==> src/wbce_pkg.sv <==
// Package of the weighted branch confidence estimator.
// Holds widths, opcodes, register indexes, the controller command and status types
// and the fixed-point helpers. It depends on nothing.
package wbce_pkg;

  // Score format: unsigned Q(SCORE_INT_BITS).(SCORE_FRAC_BITS), saturating.
  localparam int SCORE_FRAC_BITS = 8;
  localparam int SCORE_INT_BITS  = 12;
  localparam int SCORE_W         = SCORE_INT_BITS + SCORE_FRAC_BITS;

  // Miss rate is unsigned Q1.8 held in 9 bits (256 stands for 1.0).
  localparam int RATE_FRAC = 8;
  localparam int RATE_W    = RATE_FRAC + 1;
  localparam int WEIGHT_W  = 8;
  localparam int PROD_W    = WEIGHT_W + RATE_W;

  // Extra term after alignment to the score fraction.
  localparam int EXTRA_W = (SCORE_FRAC_BITS >= RATE_FRAC) ?
                           PROD_W + SCORE_FRAC_BITS - RATE_FRAC :
                           PROD_W - (RATE_FRAC - SCORE_FRAC_BITS);

  // Configuration register widths.
  localparam int THR_W    = 12;
  localparam int INCR_W   = 8;
  localparam int PERIOD_W = 16;
  localparam int COUNT_W  = 16;
  localparam int CFG_W    = 16;
  localparam int CFG_IDX_W = 3;

  // Working width of the update sums: wide enough for any operand plus carries.
  localparam int MAX_A  = (SCORE_W > EXTRA_W) ? SCORE_W : EXTRA_W;
  localparam int MAX_B  = (MAX_A > THR_W + SCORE_FRAC_BITS) ? MAX_A : THR_W + SCORE_FRAC_BITS;
  localparam int SUM_W  = MAX_B + 2;

  localparam logic [SCORE_W-1:0] SCORE_MAX = {SCORE_W{1'b1}};

  // Divider: (miss_count << 8) / period, one quotient bit per step.
  localparam int DIVIDEND_W = COUNT_W + RATE_FRAC;
  localparam int DIV_STEPS  = DIVIDEND_W;
  localparam int DIV_CNT_W  = $clog2(DIV_STEPS);
  localparam logic [RATE_W-1:0] RATE_ONE = RATE_W'(1) << RATE_FRAC;

  // Opcodes of an input item.
  localparam logic [2:0] OP_ORDINARY      = 3'd0;
  localparam logic [2:0] OP_CONTROL_FLOW  = 3'd1;
  localparam logic [2:0] OP_TICK          = 3'd2;
  localparam logic [2:0] OP_RECOVER       = 3'd3;
  localparam logic [2:0] OP_PERFECT_RESET = 3'd4;

  // Configuration register indexes.
  localparam logic [CFG_IDX_W-1:0] CFG_DIST_DISABLE = 3'd0;
  localparam logic [CFG_IDX_W-1:0] CFG_CF_DISABLE   = 3'd1;
  localparam logic [CFG_IDX_W-1:0] CFG_THRESHOLD    = 3'd2;
  localparam logic [CFG_IDX_W-1:0] CFG_DIST_INCR    = 3'd3;
  localparam logic [CFG_IDX_W-1:0] CFG_MISS_WEIGHT  = 3'd4;
  localparam logic [CFG_IDX_W-1:0] CFG_PERIOD       = 3'd5;

  // Commands from the controller to the datapath.
  typedef struct packed {
    logic load;       // capture the accepted item
    logic calc;       // register the weighted miss-rate term, arm the divider
    logic div_step;   // one restoring division step
    logic apply;      // commit the state update and write the result
  } ctrl_cmd_t;

  // Status from the datapath to the controller.
  typedef struct packed {
    logic needs_div;  // item is a tick at the start of a sampling window
    logic out_free;   // result register can take a new result
  } dp_status_t;

  // Align the Q.8 product to the score fraction.
  function automatic logic [SUM_W-1:0] align_extra(input logic [PROD_W-1:0] p);
    logic [SUM_W-1:0] w;
    w = SUM_W'(p);
    if (SCORE_FRAC_BITS >= RATE_FRAC) begin
      return w << ((SCORE_FRAC_BITS >= RATE_FRAC) ? SCORE_FRAC_BITS - RATE_FRAC : 0);
    end else begin
      return w >> ((SCORE_FRAC_BITS < RATE_FRAC) ? RATE_FRAC - SCORE_FRAC_BITS : 0);
    end
  endfunction

  // Clamp a working sum to the score range.
  function automatic logic [SCORE_W-1:0] sat_score(input logic [SUM_W-1:0] s);
    if (s > SUM_W'(SCORE_MAX)) begin
      return SCORE_MAX;
    end else begin
      return s[SCORE_W-1:0];
    end
  endfunction

endpackage

==> src/wbce_if.sv <==
// Item channel interfaces of the weighted branch confidence estimator.
// Valid/ready channels for input events and results; uses no package.
interface wbce_in_if;
  logic       valid;
  logic       ready;
  logic [2:0] opcode;
  logic       is_control_flow;
  logic [1:0] branch_confidence;
  logic       was_btb_miss;

  modport source (output valid, output opcode, output is_control_flow,
                  output branch_confidence, output was_btb_miss, input ready);
  modport sink   (input valid, input opcode, input is_control_flow,
                  input branch_confidence, input was_btb_miss, output ready);
endinterface

interface wbce_out_if;
  logic valid;
  logic ready;
  logic threshold_hit;

  modport source (output valid, output threshold_hit, input ready);
  modport sink   (input valid, input threshold_hit, output ready);
endinterface

==> src/weighted_branch_confidence_estimator.sv <==
// Top level of the weighted branch confidence estimator.
// Joins wbce_ctrl and wbce_datapath to the item channels; uses wbce_pkg and wbce_if.
//
// Each input item is one front-end event (ordinary op, control-flow op, tick,
// recovery or perfect reset) and yields exactly one result item carrying
// threshold_hit. An item goes through accept, weighted miss-rate multiply and
// update before the next acceptance, and the update waits while the result register
// is full; a tick that opens a sampling window also runs a restoring divider for the
// new miss rate, which produces one of its 24 quotient bits per cycle. A finished result
// sits in an output register, so the next item is accepted while it waits to be taken.
// Configuration registers are written through cfg_we_i, cfg_index_i and cfg_data_i;
// the user writes them only while the block is idle; the block does not enforce it.
module weighted_branch_confidence_estimator (
  input  logic                            clk_i,
  input  logic                            rst_ni,
  input  logic                            cfg_we_i,
  input  logic [wbce_pkg::CFG_IDX_W-1:0]  cfg_index_i,
  input  logic [wbce_pkg::CFG_W-1:0]      cfg_data_i,
  wbce_in_if.sink                         in_i,
  wbce_out_if.source                      out_o
);
  import wbce_pkg::*;

  ctrl_cmd_t  cmd;
  dp_status_t status;
  logic       in_ready;

  // Sequencer.
  wbce_ctrl u_ctrl (
    .clk_i      (clk_i),
    .rst_ni     (rst_ni),
    .in_valid_i (in_i.valid),
    .in_ready_o (in_ready),
    .status_i   (status),
    .cmd_o      (cmd)
  );

  assign in_i.ready = in_ready;

  // Datapath.
  wbce_datapath u_datapath (
    .clk_i               (clk_i),
    .rst_ni              (rst_ni),
    .cfg_we_i            (cfg_we_i),
    .cfg_index_i         (cfg_index_i),
    .cfg_data_i          (cfg_data_i),
    .opcode_i            (in_i.opcode),
    .is_control_flow_i   (in_i.is_control_flow),
    .branch_confidence_i (in_i.branch_confidence),
    .was_btb_miss_i      (in_i.was_btb_miss),
    .cmd_i               (cmd),
    .status_o            (status),
    .out_valid_o         (out_o.valid),
    .out_ready_i         (out_o.ready),
    .threshold_hit_o     (out_o.threshold_hit)
  );

endmodule

==> src/wbce_ctrl.sv <==
// Controller of the weighted branch confidence estimator.
// Sequences accept, term calculation, serial division and update; uses wbce_pkg.
module wbce_ctrl (
  input  logic                  clk_i,
  input  logic                  rst_ni,
  input  logic                  in_valid_i,
  output logic                  in_ready_o,
  input  wbce_pkg::dp_status_t  status_i,
  output wbce_pkg::ctrl_cmd_t   cmd_o
);
  import wbce_pkg::*;

  localparam logic [1:0] ST_IDLE  = 2'd0;
  localparam logic [1:0] ST_CALC  = 2'd1;
  localparam logic [1:0] ST_DIV   = 2'd2;
  localparam logic [1:0] ST_APPLY = 2'd3;

  logic [1:0]           state_q, state_d;
  logic [DIV_CNT_W-1:0] cnt_q, cnt_d;

  // Next state and commands.
  always_comb begin
    state_d = state_q;
    cnt_d   = cnt_q;
    cmd_o   = '0;
    unique case (state_q)
      ST_IDLE: begin
        if (in_valid_i) begin
          cmd_o.load = 1'b1;
          state_d    = ST_CALC;
        end
      end
      ST_CALC: begin
        cmd_o.calc = 1'b1;
        cnt_d      = '0;
        state_d    = status_i.needs_div ? ST_DIV : ST_APPLY;
      end
      ST_DIV: begin
        cmd_o.div_step = 1'b1;
        cnt_d          = cnt_q + DIV_CNT_W'(1);
        if (cnt_q == DIV_CNT_W'(DIV_STEPS - 1)) begin
          state_d = ST_APPLY;
        end
      end
      ST_APPLY: begin
        if (status_i.out_free) begin
          cmd_o.apply = 1'b1;
          state_d     = ST_IDLE;
        end
      end
      default: begin
        state_d = ST_IDLE;
      end
    endcase
  end

  assign in_ready_o = (state_q == ST_IDLE);

  // State registers.
  always_ff @(posedge clk_i or negedge rst_ni) begin
    if (!rst_ni) begin
      state_q <= ST_IDLE;
      cnt_q   <= '0;
    end else begin
      state_q <= state_d;
      cnt_q   <= cnt_d;
    end
  end

endmodule

==> src/wbce_datapath.sv <==
// Datapath of the weighted branch confidence estimator.
// Holds configuration, score state, the miss-rate multiplier and serial divider,
// and the result register; uses wbce_pkg.
module wbce_datapath (
  input  logic                            clk_i,
  input  logic                            rst_ni,
  input  logic                            cfg_we_i,
  input  logic [wbce_pkg::CFG_IDX_W-1:0]  cfg_index_i,
  input  logic [wbce_pkg::CFG_W-1:0]      cfg_data_i,
  input  logic [2:0]                      opcode_i,
  input  logic                            is_control_flow_i,
  input  logic [1:0]                      branch_confidence_i,
  input  logic                            was_btb_miss_i,
  input  wbce_pkg::ctrl_cmd_t             cmd_i,
  output wbce_pkg::dp_status_t            status_o,
  output logic                            out_valid_o,
  input  logic                            out_ready_i,
  output logic                            threshold_hit_o
);
  import wbce_pkg::*;

  // Configuration registers.
  logic                 dist_dis_q, cf_dis_q;
  logic [THR_W-1:0]     thr_q;
  logic [INCR_W-1:0]    incr_q;
  logic [WEIGHT_W-1:0]  weight_q;
  logic [PERIOD_W-1:0]  period_q;

  // Captured item.
  logic [2:0] op_q;
  logic       is_cf_q;
  logic [1:0] conf_q;
  logic       btb_q;

  // Estimator state.
  logic [SCORE_W-1:0]  score_q, score_d;
  logic [SCORE_W-1:0]  dist_q, dist_d;
  logic [RATE_W-1:0]   rate_q, rate_d;
  logic [COUNT_W-1:0]  miss_q, miss_d;
  logic [PERIOD_W-1:0] phase_q, phase_d;
  logic [SUM_W-1:0]    extra_q;

  // Divider registers.
  logic [PERIOD_W-1:0]   rem_q;
  logic [DIVIDEND_W-1:0] quo_q;

  // Result register.
  logic out_valid_q, hit_q, hit_d;

  logic [PERIOD_W-1:0] per_eff;
  logic [SUM_W-1:0]    thr_fix;
  logic [PERIOD_W:0]   trial;
  logic [PERIOD_W:0]   phase_inc;

  assign per_eff = (period_q == '0) ? PERIOD_W'(1) : period_q;
  assign thr_fix = SUM_W'(thr_q) << SCORE_FRAC_BITS;

  assign status_o.needs_div = (op_q == OP_TICK) && (phase_q == '0);
  assign status_o.out_free  = !out_valid_q || out_ready_i;

  // Configuration writes.
  always_ff @(posedge clk_i or negedge rst_ni) begin
    if (!rst_ni) begin
      dist_dis_q <= 1'b0;
      cf_dis_q   <= 1'b0;
      thr_q      <= THR_W'(8);
      incr_q     <= INCR_W'(1);
      weight_q   <= '0;
      period_q   <= PERIOD_W'(1000);
    end else if (cfg_we_i) begin
      unique case (cfg_index_i)
        CFG_DIST_DISABLE: dist_dis_q <= cfg_data_i[0];
        CFG_CF_DISABLE:   cf_dis_q   <= cfg_data_i[0];
        CFG_THRESHOLD:    thr_q      <= cfg_data_i[THR_W-1:0];
        CFG_DIST_INCR:    incr_q     <= cfg_data_i[INCR_W-1:0];
        CFG_MISS_WEIGHT:  weight_q   <= cfg_data_i[WEIGHT_W-1:0];
        CFG_PERIOD:       period_q   <= cfg_data_i[PERIOD_W-1:0];
        default: begin
        end
      endcase
    end
  end

  // Item capture and weighted miss-rate term.
  always_ff @(posedge clk_i) begin
    if (cmd_i.load) begin
      op_q    <= opcode_i;
      is_cf_q <= is_control_flow_i;
      conf_q  <= branch_confidence_i;
      btb_q   <= was_btb_miss_i;
    end
    if (cmd_i.calc) begin
      extra_q <= align_extra(PROD_W'(weight_q) * PROD_W'(rate_q));
    end
  end

  // Restoring divider: one quotient bit per step.
  assign trial = {rem_q, quo_q[DIVIDEND_W-1]};

  always_ff @(posedge clk_i) begin
    if (cmd_i.calc) begin
      rem_q <= '0;
      quo_q <= {miss_q, {RATE_FRAC{1'b0}}};
    end else if (cmd_i.div_step) begin
      if (trial >= {1'b0, per_eff}) begin
        rem_q <= PERIOD_W'(trial - {1'b0, per_eff});
        quo_q <= {quo_q[DIVIDEND_W-2:0], 1'b1};
      end else begin
        rem_q <= trial[PERIOD_W-1:0];
        quo_q <= {quo_q[DIVIDEND_W-2:0], 1'b0};
      end
    end
  end

  // Event update.
  assign phase_inc = {1'b0, phase_q} + (PERIOD_W + 1)'(1);

  always_comb begin
    score_d = score_q;
    dist_d  = dist_q;
    rate_d  = rate_q;
    miss_d  = miss_q;
    phase_d = phase_q;
    hit_d   = 1'b0;
    unique case (op_q)
      OP_ORDINARY: begin
        if (!dist_dis_q && !is_cf_q) begin
          if (SUM_W'(dist_q) >= thr_fix) begin
            score_d = sat_score(SUM_W'(score_q) + (SUM_W'(incr_q) << SCORE_FRAC_BITS)
                                + extra_q);
            dist_d  = '0;
          end else begin
            dist_d  = sat_score(SUM_W'(dist_q) + (SUM_W'(1) << SCORE_FRAC_BITS)
                                + extra_q);
          end
        end
        hit_d = (SUM_W'(score_d) >= thr_fix);
      end
      OP_CONTROL_FLOW: begin
        if (!cf_dis_q) begin
          score_d = sat_score(SUM_W'(score_q)
                              + (SUM_W'(2'd3 - conf_q) << SCORE_FRAC_BITS) + extra_q);
          dist_d  = '0;
        end
        hit_d = (SUM_W'(score_d) >= thr_fix);
      end
      OP_TICK: begin
        // At the window start the rate is resampled from the divider result.
        if (phase_q == '0) begin
          rate_d = (quo_q > DIVIDEND_W'(RATE_ONE)) ? RATE_ONE : quo_q[RATE_W-1:0];
          miss_d = '0;
        end
        phase_d = (phase_inc >= {1'b0, per_eff}) ? '0 : phase_inc[PERIOD_W-1:0];
      end
      OP_RECOVER: begin
        if (btb_q && (miss_q != {COUNT_W{1'b1}})) begin
          miss_d = miss_q + COUNT_W'(1);
        end
        score_d = '0;
        dist_d  = '0;
      end
      OP_PERFECT_RESET: begin
        dist_d = '0;
      end
      default: begin
      end
    endcase
  end

  // State and result registers.
  always_ff @(posedge clk_i or negedge rst_ni) begin
    if (!rst_ni) begin
      score_q     <= '0;
      dist_q      <= '0;
      rate_q      <= '0;
      miss_q      <= '0;
      phase_q     <= '0;
      out_valid_q <= 1'b0;
    end else begin
      if (cmd_i.apply) begin
        score_q     <= score_d;
        dist_q      <= dist_d;
        rate_q      <= rate_d;
        miss_q      <= miss_d;
        phase_q     <= phase_d;
        out_valid_q <= 1'b1;
      end else if (out_ready_i) begin
        out_valid_q <= 1'b0;
      end
    end
  end

  always_ff @(posedge clk_i) begin
    if (cmd_i.apply) begin
      hit_q <= hit_d;
    end
  end

  assign out_valid_o     = out_valid_q;
  assign threshold_hit_o = hit_q;

endmodule

==> src/flat_wrapper.sv <==
// flat-port wrapper written by rule: the top's interface ports become plain ports
module weighted_branch_confidence_estimator_flat import wbce_pkg::*;
  (clk_i, rst_ni, cfg_we_i, cfg_index_i, cfg_data_i, in_i_valid, in_i_opcode, in_i_is_control_flow, in_i_branch_confidence, in_i_was_btb_miss, in_i_ready, out_o_valid, out_o_threshold_hit, out_o_ready);
  wbce_in_if in_i_i ();
  wbce_out_if out_o_i ();
  input  logic clk_i;
  input  logic rst_ni;
  input  logic cfg_we_i;
  input  logic [wbce_pkg::CFG_IDX_W-1:0] cfg_index_i;
  input  logic [wbce_pkg::CFG_W-1:0] cfg_data_i;
  input wire logic [$bits(in_i_i.valid)-1:0] in_i_valid;
  input wire logic [$bits(in_i_i.opcode)-1:0] in_i_opcode;
  input wire logic [$bits(in_i_i.is_control_flow)-1:0] in_i_is_control_flow;
  input wire logic [$bits(in_i_i.branch_confidence)-1:0] in_i_branch_confidence;
  input wire logic [$bits(in_i_i.was_btb_miss)-1:0] in_i_was_btb_miss;
  output wire logic [$bits(in_i_i.ready)-1:0] in_i_ready;
  output wire logic [$bits(out_o_i.valid)-1:0] out_o_valid;
  output wire logic [$bits(out_o_i.threshold_hit)-1:0] out_o_threshold_hit;
  input wire logic [$bits(out_o_i.ready)-1:0] out_o_ready;
  assign in_i_i.valid = in_i_valid;
  assign in_i_i.opcode = in_i_opcode;
  assign in_i_i.is_control_flow = in_i_is_control_flow;
  assign in_i_i.branch_confidence = in_i_branch_confidence;
  assign in_i_i.was_btb_miss = in_i_was_btb_miss;
  assign in_i_ready = in_i_i.ready;
  assign out_o_valid = out_o_i.valid;
  assign out_o_threshold_hit = out_o_i.threshold_hit;
  assign out_o_i.ready = out_o_ready;
  weighted_branch_confidence_estimator u_core (.clk_i(clk_i), .rst_ni(rst_ni), .cfg_we_i(cfg_we_i), .cfg_index_i(cfg_index_i), .cfg_data_i(cfg_data_i), .in_i(in_i_i), .out_o(out_o_i));
endmodule
==> config.mk <==
export PLATFORM = sky130hd
export DESIGN_NAME = weighted_branch_confidence_estimator_flat
export DESIGN_NICKNAME = d
export VERILOG_FILES = /design/src/wbce_pkg.sv /design/src/wbce_if.sv /design/src/weighted_branch_confidence_estimator.sv /design/src/wbce_ctrl.sv /design/src/wbce_datapath.sv /design/src/flat_wrapper.sv
export SDC_FILE = /design/constraint.sdc
export NUM_CORES = 1
export LEC_CHECK = 0
export BUFFER_PORTS_ARGS = -buffer_cell sky130_fd_sc_hd__buf_2
export CAP_MARGIN = 20
export CORE_MARGIN = 2
export CORE_UTILIZATION = 35
export DETAILED_ROUTE_END_ITERATION = 10
export HOLD_SLACK_MARGIN = 0.05
export MAX_ROUTING_LAYER = met4
export PLACE_DENSITY_LB_ADDON = 0.15
export SLEW_MARGIN = 15
export SYNTH_ARGS = -nofsm -noshare
export SYNTH_HDL_FRONTEND = slang
export SYNTH_HIERARCHICAL = 1
export SYNTH_SLANG_ARGS = --single-unit
==> constraint.sdc <==
create_clock -name clk_i -period 4.75 [get_ports clk_i]
set_input_delay 0.475 -clock clk_i [delete_from_list [all_inputs] [get_ports clk_i]]
set_output_delay 0.475 -clock clk_i [all_outputs]
set_load 0.02 [all_outputs]
==> out/results.txt <==
drt pass-1 iters - 5
Detail Route Antenna Nets - 0
arrival time at the worst endpoint - 4.97 ns
Async SR Flop Fraction - 67.5%
maximum VDD drop - 0.277 mV
busiest layer in global routing - met2
GR Util met3 - 3.81%
Layout area overhead - 10.3%
Critical Path Start - u_core/u_datapath/score_q[9]
Starting Density - 35.6%
status - finished clean
slew margin rel. - 34.5%
worst hold path type - input pin to flip-flop
syn nets - 1985
critical path class - flip-flop to flip-flop
routability cong. - 0.877
clock tree buffer depth - 2
largest net degree at the start of global routing - 67
H-Tree Level Count - 4
Mean Syn Cell Area - 9.50 µm²
Port Buffer Count - 33
Fin Setup TNS - 0 ns
Crit path required time - 5.05 ns
Hold Violations, Final - 0
synth warn - 6
post-synthesis sequential area ratio - 31.4%
Final HPWL DP - 36100 µm
# diodes - 0
end of the worst register-to-register path - u_core/u_datapath/threshold_hit_o
ys flop type - dfrtp_1
slew at the pin with the worst max-slew slack - 0.975 ns
Die Wd - 219 µm
Worst Hold Slack - 0.201 ns
synthesized cell area - 16200 µm²
Reg2Reg Depth - 16
Die Height - 219 µm
Finish-stage setup viols - 0
Synth Register Bits - 200
Post-synth EDFFs - 41
via/cell ratio - 5.46
fin crit share - 98.5%
crit path to - u_core/u_datapath/threshold_hit_o
Startpoint Class - flip-flop
Achievable Freq - 214 MHz
GRT Residual Overflow - 0
Setup crit end kind - flip-flop
WL final - 46500 µm
Core Area - 45600 µm²
maxcap violations - 0
clock-pin slew on the worst setup and hold paths - 0.09 ns
Root Driver - clkbuf_16
site row count - 78
clk_skew - 0.0188 ns
Remaining DRCs - 0
WL/cell - 19.7 µm
cells after synthesis - 1710
DR vias - 12879
register-to-register setup slack - 0.07 ns
worst skew pair latency - 0.46 ns
number of global-route vias before repair - 12913
Die Area - 48100 µm²
CTS tree - built
total CTS buffers - 17
Top Ports - 34
final critical-path required period - 4.68 ns
post-synth cell types - 97
Final Max Slew Viols - 0
RSZ-0062 raised after global routing - yes
number of fill cells - 4490
CP Max Fanout - 6
fraction of layout cells with a size suffix above 1 - 11.9%
met2 GRT Util - 33.0%
CTS Sinks - 200
initial antenna violation count - 0
initial drt markers - 843
nets@finish - 2020
reg2reg start - u_core/u_datapath/score_q[9]
Cell Pwr Density - 562 nW/µm²
GRT Util Overall - 20.5%
first-pass GRT wire length - 74300 µm
GR Util met1 - 27.0%
LEAKAGE - 8.41 nW
power breakdown:
part / switching (mW) / internal (mW) / total [mW]
clock: 0.714 / 0.725 / 1.44
sequential: 0.479 / 2.27 / 2.75
combinational: 3.45 / 2.44 / 5.89
total: 4.64 / 5.43 / 10.1
cells in the mapped netlist (all sizes together), types with 12 or more instances:
cell	n	area, µm²
dfxtp	24	480
mux2	37	420
and2	55	344
a211oi	22	170
mux2i	21	210
xnor2	55	482
nand3	36	185
buf	16	85.1
nand4	19	119
clkbuf	48	180
o21ai	71	359
inv	130	488
o21a	21	158
a21o	20	150
edfxtp	41	1230
fa	55	1100
a21oi	60	300
nor2	128	485
xor2	31	272
nor4	20	125
a22oi	13	97.6
a22o	34	299
or3	12	75.1
a221o	12	120
nand2b	22	138
dfrtp	127	3180
nor3	36	190
and3	20	125
a31oi	17	106
nor2b	17	106
o211ai	15	118
nand2	146	548
ha	189	2360
how the worst min path moves through the flow:
stage	from	to	slack [ns]	cells past startpoint
final	in_i_is_control_flow	u_core/u_datapath/is_cf_q	0.20	1
after global routing	in_i_opcode[1]	u_core/u_datapath/op_q[1]	0.18	1
after CTS	in_i_opcode[1]	u_core/u_datapath/op_q[1]	0.18	1
after detailed placement	u_core/u_datapath/rem_q[14]	u_core/u_datapath/rem_q[14]	0.49	2
after global placement	u_core/u_datapath/rem_q[7]	u_core/u_datapath/rem_q[7]	0.49	2
after floorplan	rst_ni	u_core/u_ctrl/cnt_q[0]	0.18	0
final cells by class:
class	instances	area (µm²)	area share (%)
multi-input cells	1316	10500	58.5
flip-flops and latches	200	5100	28.5
well taps	600	751	4.19
repair buffers	80	539	3.01
inverters	130	488	2.72
clock buffers	22	474	2.65
clock inverters	10	83.8	0.468
registers in the layout, indices dropped and copies added, names as in the netlist, 2 cells and up:
signal                      count
u_core/u_datapath/incr_q        8
u_core/u_datapath/op_q          3
u_core/u_datapath/rate_q        9
u_core/u_datapath/extra_q      17
u_core/u_datapath/score_q      20
u_core/u_datapath/miss_q       16
u_core/u_ctrl/state_q           2
u_core/u_datapath/dist_q       20
u_core/u_datapath/phase_q      16
u_core/u_datapath/conf_q        2
u_core/u_datapath/weight_q      8
u_core/u_datapath/thr_q        12
u_core/u_ctrl/cnt_q             5
u_core/u_datapath/rem_q        16
u_core/u_datapath/quo_q        24
u_core/u_datapath/period_q     16
worst max-delay path, stage by stage (launching register included):
cell and delay [ns]:
dfrtp_1 0.44, fa_1 0.50, ha_2 0.39, nand3_1 0.14, a2111oi_2 0.42, a211o_2 0.22
nor2_2 0.07, o31ai_2 0.28, nand2_1 0.11, mux2_4 0.34, ha_1 0.29, nand4_1 0.13
or3_1 0.40, a2111oi_1 0.47, buf_4 0.21, a21oi_1 0.04, o31ai_1 0.07
stage by stage:
stage	total power [mW]	utilization, %	cells	area, µm²	worst slack (ns)
floorplan	6.85	-	1710	16200	0.370
global placement	8.47	37.9	2323	17300	0.0964
detailed placement	8.49	37.9	2323	17300	0.0727
CTS	10.0	39.1	2356	17800	0.0410
global route	10.9	39.3	2358	17900	-0.147
finish	10.1	39.3	2358	17900	0.0708
metal layers:
metal	share of wire [%]	routed length, µm	up-vias
met2	47	21900	269
met1	47	21700	6326
met3	4.5	2110	45
met4	1.7	812	0
met5	0	0	-
li1	-	-	6239
cell families (layout without fill, tap and decap cells):
group | Yosys count | after routing | share of synthesized area [%]
compound gates | 386 | 386 | 17.4
xor+xnor | 86 | 86 | 4.64
fa+ha+maj | 244 | 244 | 21.3
buf+inv | 194 | 242 | 4.64
flops | 200 | 200 | 31.4
mux | 58 | 58 | 3.88
simple gates | 542 | 542 | 16.7
repair_timing:
| action | 4_1_cts | 5_1_grt |
|---|---|---|
| hold endpoints to repair | 14 | 0 |
| setup buffers | 0 | 2 |
| resized for setup | 0 | 19 |
| setup endpoints to repair | 0 | 3 |
| hold buffers | 1 | 0 |
cells in the final DEF (no fill, tap or decap), types with 54 or more instances in the layout:
cell     netlist  routed
o21ai_0       65      65
inv_1        130     130
a21oi_1       60      57
dfrtp_1      127     124
ha_1         189     185
xnor2_1       55      54
nor2_1       126     126
nand2_1      146     146
fa_1          55      54
and2_1        55      55
Power figures use the tool's default switching activity.
